$ cat src/design/ghash_pkg.sv
// Shared types and constants for the GHASH accumulator.
package ghash_pkg;

  localparam int BLOCK_W  = 128;
  localparam int HALF_W   = 64;
  localparam int DIGIT_W  = 4;
  localparam int STEPS    = BLOCK_W / DIGIT_W;
  localparam int STEP_W   = $clog2(STEPS);
  localparam int CFG_IDX_W = 1;

  // Reduction constant of the reflected GCM polynomial, aligned to the top byte.
  localparam logic [BLOCK_W-1:0] R_POLY = {8'he1, {(BLOCK_W-8){1'b0}}};

  localparam logic [CFG_IDX_W-1:0] REG_SUBKEY_HIGH = 1'b0;
  localparam logic [CFG_IDX_W-1:0] REG_SUBKEY_LOW  = 1'b1;

  localparam logic FUNC_ABSORB = 1'b0;
  localparam logic FUNC_CLEAR  = 1'b1;

  typedef enum logic [1:0] {
    ST_IDLE,
    ST_MUL,
    ST_HOLD
  } ghash_state_t;

endpackage

$ cat src/design/ghash_mul.sv
// Digit-serial GF(2^128) multiplier, four multiplier bits per cycle.
module ghash_mul import ghash_pkg::*; (
  input  logic               clk,
  input  logic               rst,
  input  logic               start,
  input  logic [BLOCK_W-1:0] x,
  input  logic [BLOCK_W-1:0] h,
  output logic               done,
  output logic [BLOCK_W-1:0] z
);

  logic [BLOCK_W-1:0] v;
  logic [BLOCK_W-1:0] xs;
  logic [STEP_W-1:0]  count;
  logic               busy;
  logic [BLOCK_W-1:0] z_next;
  logic [BLOCK_W-1:0] v_next;

  // Four dependent bit steps, multiplier bits taken from the top down.
  always_comb begin
    z_next = z;
    v_next = v;
    for (int i = 0; i < DIGIT_W; i++) begin
      if (xs[BLOCK_W-1-i]) begin
        z_next = z_next ^ v_next;
      end
      if (v_next[0]) begin
        v_next = (v_next >> 1) ^ R_POLY;
      end else begin
        v_next = v_next >> 1;
      end
    end
  end

  always_ff @(posedge clk) begin
    if (rst) begin
      busy  <= 1'b0;
      done  <= 1'b0;
      count <= '0;
    end else begin
      done <= 1'b0;
      if (start) begin
        busy  <= 1'b1;
        count <= '0;
      end else if (busy) begin
        count <= count + STEP_W'(1);
        if (count == STEP_W'(STEPS - 1)) begin
          busy <= 1'b0;
          done <= 1'b1;
        end
      end
    end
  end

  always_ff @(posedge clk) begin
    if (start) begin
      z  <= '0;
      v  <= h;
      xs <= x;
    end else if (busy) begin
      z  <= z_next;
      v  <= v_next;
      xs <= xs << DIGIT_W;
    end
  end

endmodule

$ cat config.mk
export PLATFORM = sky130hd
export DESIGN_NAME = ghash_mul
export DESIGN_NICKNAME = d
export VERILOG_FILES = /design/src/design/ghash_pkg.sv /design/src/design/ghash_mul.sv
export SDC_FILE = /design/constraint.sdc
export NUM_CORES = 1
export LEC_CHECK = 0
export BUFFER_PORTS_ARGS = -buffer_cell sky130_fd_sc_hd__buf_2
export CAP_MARGIN = 5
export CORE_ASPECT_RATIO = 0.5
export CORE_UTILIZATION = 55
export CTS_CLUSTER_SIZE = 12
export DETAILED_ROUTE_END_ITERATION = 16
export PLACE_DENSITY = 0.88
export SYNTH_ARGS = -nofsm -noshare
export SYNTH_HDL_FRONTEND = slang
export SYNTH_SLANG_ARGS = --single-unit
$ cat constraint.sdc
create_clock -name clk -period 11.83 [get_ports clk]
set_input_delay 1.183 -clock clk [delete_from_list [all_inputs] [get_ports clk]]
set_output_delay 1.183 -clock clk [all_outputs]
set_load 0.01 [all_outputs]
# Yosys cells after proc, flatten, opt, wreduce, memory -nomap -nowiden
# Index checks and enable logic that the tools add are counted.
[classes]
add_sub_neg = 1
muxes = 16
bitwise_logic = 9
eq_ne = 1
reduce_logical = 3
[op_table]
columns = ["op", "count"]
rows = [
  ["128-bit 2-to-1 mux", 12],
  ["128-bit XOR", 4],
  ["3-bit inverter with 4-bit output", 4],
  ["5-bit by 1-bit adder with 5-bit output, second input constant", 1],
  ["5-bit equality test, second input constant", 1],
  ["1-bit 2-to-1 mux", 4],
  ["3-bit OR reduction", 1],
  ["2-bit nonzero test", 1],
  ["2-bit OR reduction", 1],
  ["1-bit inverter", 1],
]
[word_totals]
output_inout_bits = 129
elab_cells = 36
ff_bits = 391
in_bits = 259

# Depth between registers and ports, before layout
# Gate-level depths: netlist of run 1.
[depth]
depth_word = 10
ltp_mapped = 8
mapped_depth_nobuf = 6

# Worst setup path before layout of run 1
# OpenSTA, ideal clock, no wires.
[synth_path]
path_type = "input -> register"
from = "input port start"
to = "register v[0], enable pin"
arrival_time_ns = 6.909
n_path_buf = 3
required_ns = 11.222
path_stages = 5
slack_ns = 4.314
setup_time_ns = 0.608
path_cell_list = "clkbuf_1 > clkbuf_1 > buf_2 > nor2_1 > inv_1"
[synth_via]
elab_chain_len = 1
[synth_rtl]
columns = ["item", "line", "source"]
rows = [
  ["start: declaration", "ghash_mul.sv:5", "input logic start,"],
  ["2-bit nonzero test (no source line)", "-", ""],
  ["end signal: assignment", "ghash_mul.sv:58", "v <= h;"],
  ["end signal: assignment", "ghash_mul.sv:62", "v <= v_next;"],
  ["end: declaration", "ghash_mul.sv:12", "logic [BLOCK_W-1:0] v;"],
]
# Every way passes these cells.
# A chain may end at the register's enable or synchronous reset.

# Worst setup path in the final report of run 1
[layout_path]
from = "input port start"
to = "register v[18], enable pin"
# The elaborated chain is that of the path after synthesis.

==> run summary, run 1 <==
Cell Chain, Critical Path -> buf_8 -> nor2_1 -> inv_8 -> buf_4 -> buf_4
Post-CTS Setup Inserts -> 0
Worst setup SP type -> primary input
Cells after synthesis -> 2104
Setup Skew -> 0.0266 ns
CP Buf/Inv Count -> 4
H-tree Lvls -> 2
Slowest CP cell -> buf_4
Buffers on Ports -> 387
Crit end category -> flop
Routed wire length -> 53.3 mm
Seq cells post-synth -> 391
Setup crit start -> start
Post-synth net total -> 2365
Die height -> 143 um
Hold path start -> z[42]$_SDFFE_PP0P_
Detailed Route Iter0 Violations -> 1321
Row count -> 51
Reg-to-Reg Start -> busy$_SDFF_PP0_
P_leak -> 0.00977 uW
Commonest non-fill, non-tap cell in the layout -> nand2_1
First-pass GRT wire length -> 82.7 mm
# DRC -> 0
Minimum clock period -> 4.39 ns
Post-layout nets -> 2673
Most Frequent Cell on Critical Path -> buf_4
Worst R2R End -> v[18]$_DFFE_PP_
Total power -> 4090 uW
CP delay by family, top -> buffers and inverters
Initial core utilization -> 55.8%
Vias per inst -> 5.55
CP required -> 11.99 ns
Clock Tree Buf Depth -> 3
TritonCTS clock tree -> yes
I/O pin count -> 388
Chip width -> 283 um
CP max stage delay -> 0.86 ns
Type of the tightest min-delay check -> reg2reg
Fmax -> 228 MHz
VDD IR-drop max -> 96.5 uV
Distinct cell type count after synthesis -> 36
Hold_buf cts -> 0
YS warnings -> 0
Pre-CTS setup slack -> 6.74 ns
Final GP Congestion -> 0.844
Seq/Total Area, Yosys -> 47.8%
WP data arrival -> 4.54 ns
Hold Vio Cnt, Final -> 0
Critical-path maximum fanout -> 136
CTS buffer count -> 40
Crit path kind -> in2reg
Finished Core Util -> 64.3%
Relative slew slack -> 23.9%
Fill cell total of the finished layout -> 2963
Setup Viol. Count Final -> 0
Syn_area_per_cell -> 10.3 um^2
Final slew viol count -> 0
GRT overflow -> 0
R2R depth -> 4
Worst-margin pin slew -> 1.14 ns
Synthesized cell area -> 21700 um^2
Clock-pin slew on the worst setup and hold paths -> 0.06 ns
Final WS setup -> 7.44 ns
Post-DP HPWL -> 35.3 mm
Largest net degree at the start of global routing -> 182
Total die area -> 40300 um^2
Drt pass-1 iters -> 8
Total GRT Usage -> 25.4%
Core ar. -> 38900 um^2
Run status -> finished, final reports clean
Setup TNS -> 0 ns
Hold Path End -> z[42]$_SDFFE_PP0P_
DR vias -> 16.6k
Pwr dens -> 163 nW/um^2
Root Buffer -> clkbuf_16
Share of layout cells above drive strength 1 -> 29.0%
RSZ-0062 raised after global routing -> no
Final period utilization -> 37.1%
# clock sinks -> 391
Vias in the first global route -> 16.1k
Area Growth Syn to Fin -> 15.3%
Drt wl/cell -> 17.8 um
Final ANT Viol Nets -> 0
Max-cap viol count -> 0
Worst R2R Setup Slack -> 8.05 ns
CTS resizes -> 0
Worst Hold Depth -> 2
Worst-Skew Late Latency -> 0.55 ns
Most frequent cells in the layout -> 513 x nand2_1, 386 x buf_2, 376 x xnor2_1, 256 x edfxtp_1, 250 x mux2_2
Initial antenna violation count -> 24
## how the worst max path moves through the flow
stage | endpoint | slack, ns | cells after the start
4_1_cts | v[17]$_DFFE_PP_ | 7.31 | 5
3_3_place_gp | v[15]$_DFFE_PP_ | 6.86 | 5
6_report | v[18]$_DFFE_PP_ | 7.44 | 5
5_1_grt | v[18]$_DFFE_PP_ | 7.18 | 5
2_1_floorplan | v[0]$_DFFE_PP_ | 4.31 | 5
3_5_place_dp | v[18]$_DFFE_PP_ | 6.74 | 5
## per-stage QoR
step	cells	hold WS, ns	area (um^2)
floorplan	2104	0.495	21700
global placement	2900	0.463	23700
detailed placement	2900	0.473	23700
CTS	2974	0.481	25000
global route	2995	0.501	25000
finish	2997	0.482	25000
## layer usage
metal | global-route usage (%) | vias up | routed length (um)
met3 | 4.79 | 192 | 2730
met1 | 28.7 | 8034 | 20300
met5 | 0 | - | 35
met4 | 17.2 | 6 | 3350
met2 | 44.5 | 576 | 26900
li1 | - | 7829 | -
## worst min-delay path: stages, from the launching register on
cell and delay, ns:
dfxtp_1 0.31, o21ai_0 0.07, a21oi_1 0.06
## cells by family after synthesis
logic type                 after synthesis  share of synthesized area (%)
AOI/OAI and AO/OA                      265                           6.33
xor gates and xnor gates               394                           16.2
adders and majority gates                2                          0.115
buffers and inverters                  140                           3.49
DFF                                    391                           47.8
muxes                                  252                           13.1
and+or+nand+nor                        660                           13.0
## power by group
group	switching, uW	internal, uW	total, uW
logic	540	503	1040
clock network	537	723	1260
registers	137	1650	1790
total	1210	2880	4090
## registers in the layout, summed over array words and instances (netlist names)
| signal | cells |
|---|---|
| v | 128 |
| xs | 128 |
| z | 128 |
| count | 5 |
| busy | 1 |
| done | 1 |
## synthesized netlist by cell type
cell	count	share of area, %
a211o_1	1	0.040
a211oi_1	1	0.035
a211oi_2	2	0.12
a21o_1	1	0.035
a21oi_1	126	2.9
a22o_1	1	0.040
a31o_2	2	0.081
and2_1	4	0.12
and3_1	1	0.029
buf_2	56	1.3
buf_4	5	0.17
buf_6	19	0.99
clkbuf_1	54	0.93
dfxtp_1	135	12
edfxtp_1	256	35
ha_1	2	0.12
inv_1	4	0.069
inv_2	2	0.035
mux2_2	250	13
mux2i_1	2	0.092
nand2_1	513	8.9
nand2b_1	3	0.086
nand3_1	1	0.023
nand4_1	1	0.029
nor2_1	8	0.14
nor2b_1	1	0.029
nor3_1	6	0.14
o211a_1	1	0.046
o211ai_1	1	0.035
o21ai_0	127	2.9
o22a_1	1	0.040
o22ai_1	1	0.029
or3_1	122	3.5
xnor2_1	376	15
xnor3_1	5	0.52
xor2_1	13	0.52
## cell type report
class | instances | area [um^2] | share of cell area [%]
repair buffers | 400 | 2060 | 8.22
clock buffers | 68 | 1180 | 4.71
flip-flops and latches | 391 | 10400 | 41.5
diodes | 23 | 57.6 | 0.230
clock inverters | 6 | 87.6 | 0.350
inverters | 6 | 32.5 | 0.130
well taps | 530 | 663 | 2.65
multi-input cells | 1573 | 10600 | 42.2
No activity file was read; power rests on OpenSTA's default activity.
==> run 2, diff against run 1 <==
Settings changed: CORE_UTILIZATION 55 to 51, PLACE_DENSITY 0.88 to 0.86.
Clock period 11.83 ns to 3.8 ns, I/O delays scaled along.
==> run 2 against run 1 <==
  * Setup slack got worse by 6.2 ns
  * First-iteration DRC count rose by 1.8%
  * Critical endpoint is now z[68]$_SDFFE_PP0P_
  * Largest cell class unchanged
  * Non-clock buffer count grew 5
  * Final cell count up 1.8%
==> run summary, run 2 (synthesis gave the netlist of run 1 again) <==
Root Buffer -> clkbuf_16
Worst-Skew Late Latency -> 0.54 ns (about the same)
Post-DP HPWL -> 35.8 mm (+1.6%)
WP data arrival -> 3.04 ns (-1.50 ns)
RSZ-0062 raised after global routing -> no
Crit end category -> flop
Critical-path maximum fanout -> 143 (+5.1%)
Hold Vio Cnt, Final -> 0 (unchanged)
DP Area -> 23900 um^2 (+0.69%)
Type of the tightest min-delay check -> in2reg
M1 WL -> 20.2 mm (about the same)
Total power -> 12400 uW (+200%)
Final hold slack -> 0.105 ns (-0.376 ns)
# clock sinks -> 391 (unchanged)
Fmax -> 387 MHz
Final ANT Viol Nets -> 0 (unchanged)
Crit path kind -> reg2reg
P_leak -> 0.00974 uW (-0.32%)
DR vias -> 16.6k (-0.37%)
Clock Tree Buf Depth -> 3 (unchanged)
Drt wl/cell -> 17.3 um (-3.0%)
Drt pass-1 iters -> 6 (-2)
Share of layout cells above drive strength 1 -> 28.9% (-0.041 points)
Worst-margin pin slew -> 1.16 ns (+0.0136 ns)
Buffers on Ports -> 387 (unchanged)
Row count -> 53 (+3.9%)
First-pass GRT wire length -> 82.1 mm (-0.74%)
Initial core utilization -> 51.7% (-4.1 points)
Run status -> finished, final reports clean
Core ar. -> 42000 um^2 (+7.8%)
Clock-pin slew on the worst setup and hold paths -> 0.06 ns (about the same)
Pwr dens -> 495 nW/um^2 (+200%)
Commonest non-fill, non-tap cell in the layout -> nand2_1
Most frequent cells in the layout -> 513 x nand2_1, 386 x buf_2, 376 x xnor2_1, 256 x edfxtp_1, 250 x mux2_2
Detailed Route Iter0 Violations -> 1345 (+1.8%)
Slowest CP cell -> dfxtp_1
Area Growth Syn to Fin -> 15.4%
Final GP Congestion -> 0.849 (+0.63%)
Post-CTS Setup Inserts -> 0 (unchanged)
I/O pin count -> 388 (unchanged)
Area occupied by multi-input gates -> 10600 um^2 (about the same)
H-tree Lvls -> 2 (unchanged)
Relative slew slack -> 22.9% (-0.91 points)
Hold_buf cts -> 0 (unchanged)
Routed wire length -> 52.7 mm (-1.2%)
Minimum clock period -> 2.58 ns
TritonCTS clock tree -> yes
Final WS setup -> 1.22 ns (-6.23 ns)
CTS buffer count -> 39 (-2.5%)
VDD IR-drop max -> 294 uV (+200%)
Register area -> 10400 um^2 (unchanged)
Setup Viol. Count Final -> 0 (unchanged)
WL met3 -> 2.71 mm (-1.1%)
Design area -> 25100 um^2 (+0.13%)
CP required -> 4.26 ns (-7.73 ns)
Largest net degree at the start of global routing -> 144 (-21%)
Pre-CTS setup slack -> 1.28 ns (-5.45 ns)
Vias in the first global route -> 15.7k (-2.5%)
CP max stage delay -> 0.75 ns (-0.11 ns)
Finished Core Util -> 59.7% (-4.6 points)
Die height -> 148 um (+3.8%)
Final period utilization -> 68.0%
Initial antenna violation count -> 31 (+29%)
# DRC -> 0 (unchanged)
Post-layout nets -> 2677 (+0.15%)
Max-cap viol count -> 0 (unchanged)
Chip width -> 294 um (+3.8%)
Vias per inst -> 5.43 (-2.2%)
Max Used Layer -> met5
Setup Skew -> 0.0221 ns (-0.00447 ns)
Worst setup SP type -> flop
Biggest regs -> v (128), xs (128), z (128)
Total GRT Usage -> 23.4% (-2.0 points)
CTS resizes -> 0 (unchanged)
Routed wl met2 -> 26.3 mm (-2.3%)
Final slew viol count -> 0 (unchanged)
GRT overflow -> 0 (unchanged)
Cell Chain, Critical Path -> inv_4 -> buf_4 -> or3_1 -> a21oi_1
Total die area -> 43500 um^2 (+7.8%)
Fill cell total of the finished layout -> 3349 (+13%)
## run 2: where the power goes
part	internal (uW)	switching [uW]	total [uW]
registers	5140	429	5570
logic	1580	1660	3240
clock network	1960	1640	3600
## run 2: path summary, 6_finish.rpt
check	from	slack (ns)	to	cells past startpoint
worst max-delay path	busy$_SDFF_PP0_	1.22	z[68]$_SDFFE_PP0P_	4
worst min-delay path	rst	0.11	done$_SDFF_PP0_	2
worst max register to register	busy$_SDFF_PP0_	1.22	z[68]$_SDFFE_PP0P_	4
worst min register to register	z[37]$_SDFFE_PP0P_	0.48	z[37]$_SDFFE_PP0P_	2
## run 2: metrics by stage
step | cells | setup TNS [ns]
after floorplan | 2104 | -341.55
after global placement | 2952 | 0
after detailed placement | 2952 | 0
after CTS | 3021 | 0
after global routing | 3047 | 0
final | 3052 | 0
## run 2: worst max-delay path: cells and delay by family (launching register included)
kind / cells / cell delay (ns)
flops: 1 / 0.75
compound gates: 1 / 0.17
simple gates: 1 / 0.44
buf+inv: 2 / 1.07
## run 2: final cells by class
cell class	instances	share of cell area (%)
multi-input cells	1573	42.2
flip-flops and latches	391	41.4
diodes	31	0.309
well taps	577	2.88
inverters	6	0.115
repair buffers	405	8.60
clock inverters	3	0.0749
clock buffers	66	4.38
## run 2: layer usage
metal | global-route usage (%) | vias to the layer above
met3 | 4.06 | 187
met1 | 27.4 | 7991
met5 | 0 | -
met2 | 39.7 | 556
met4 | 16.1 | 2
li1 | - | 7839
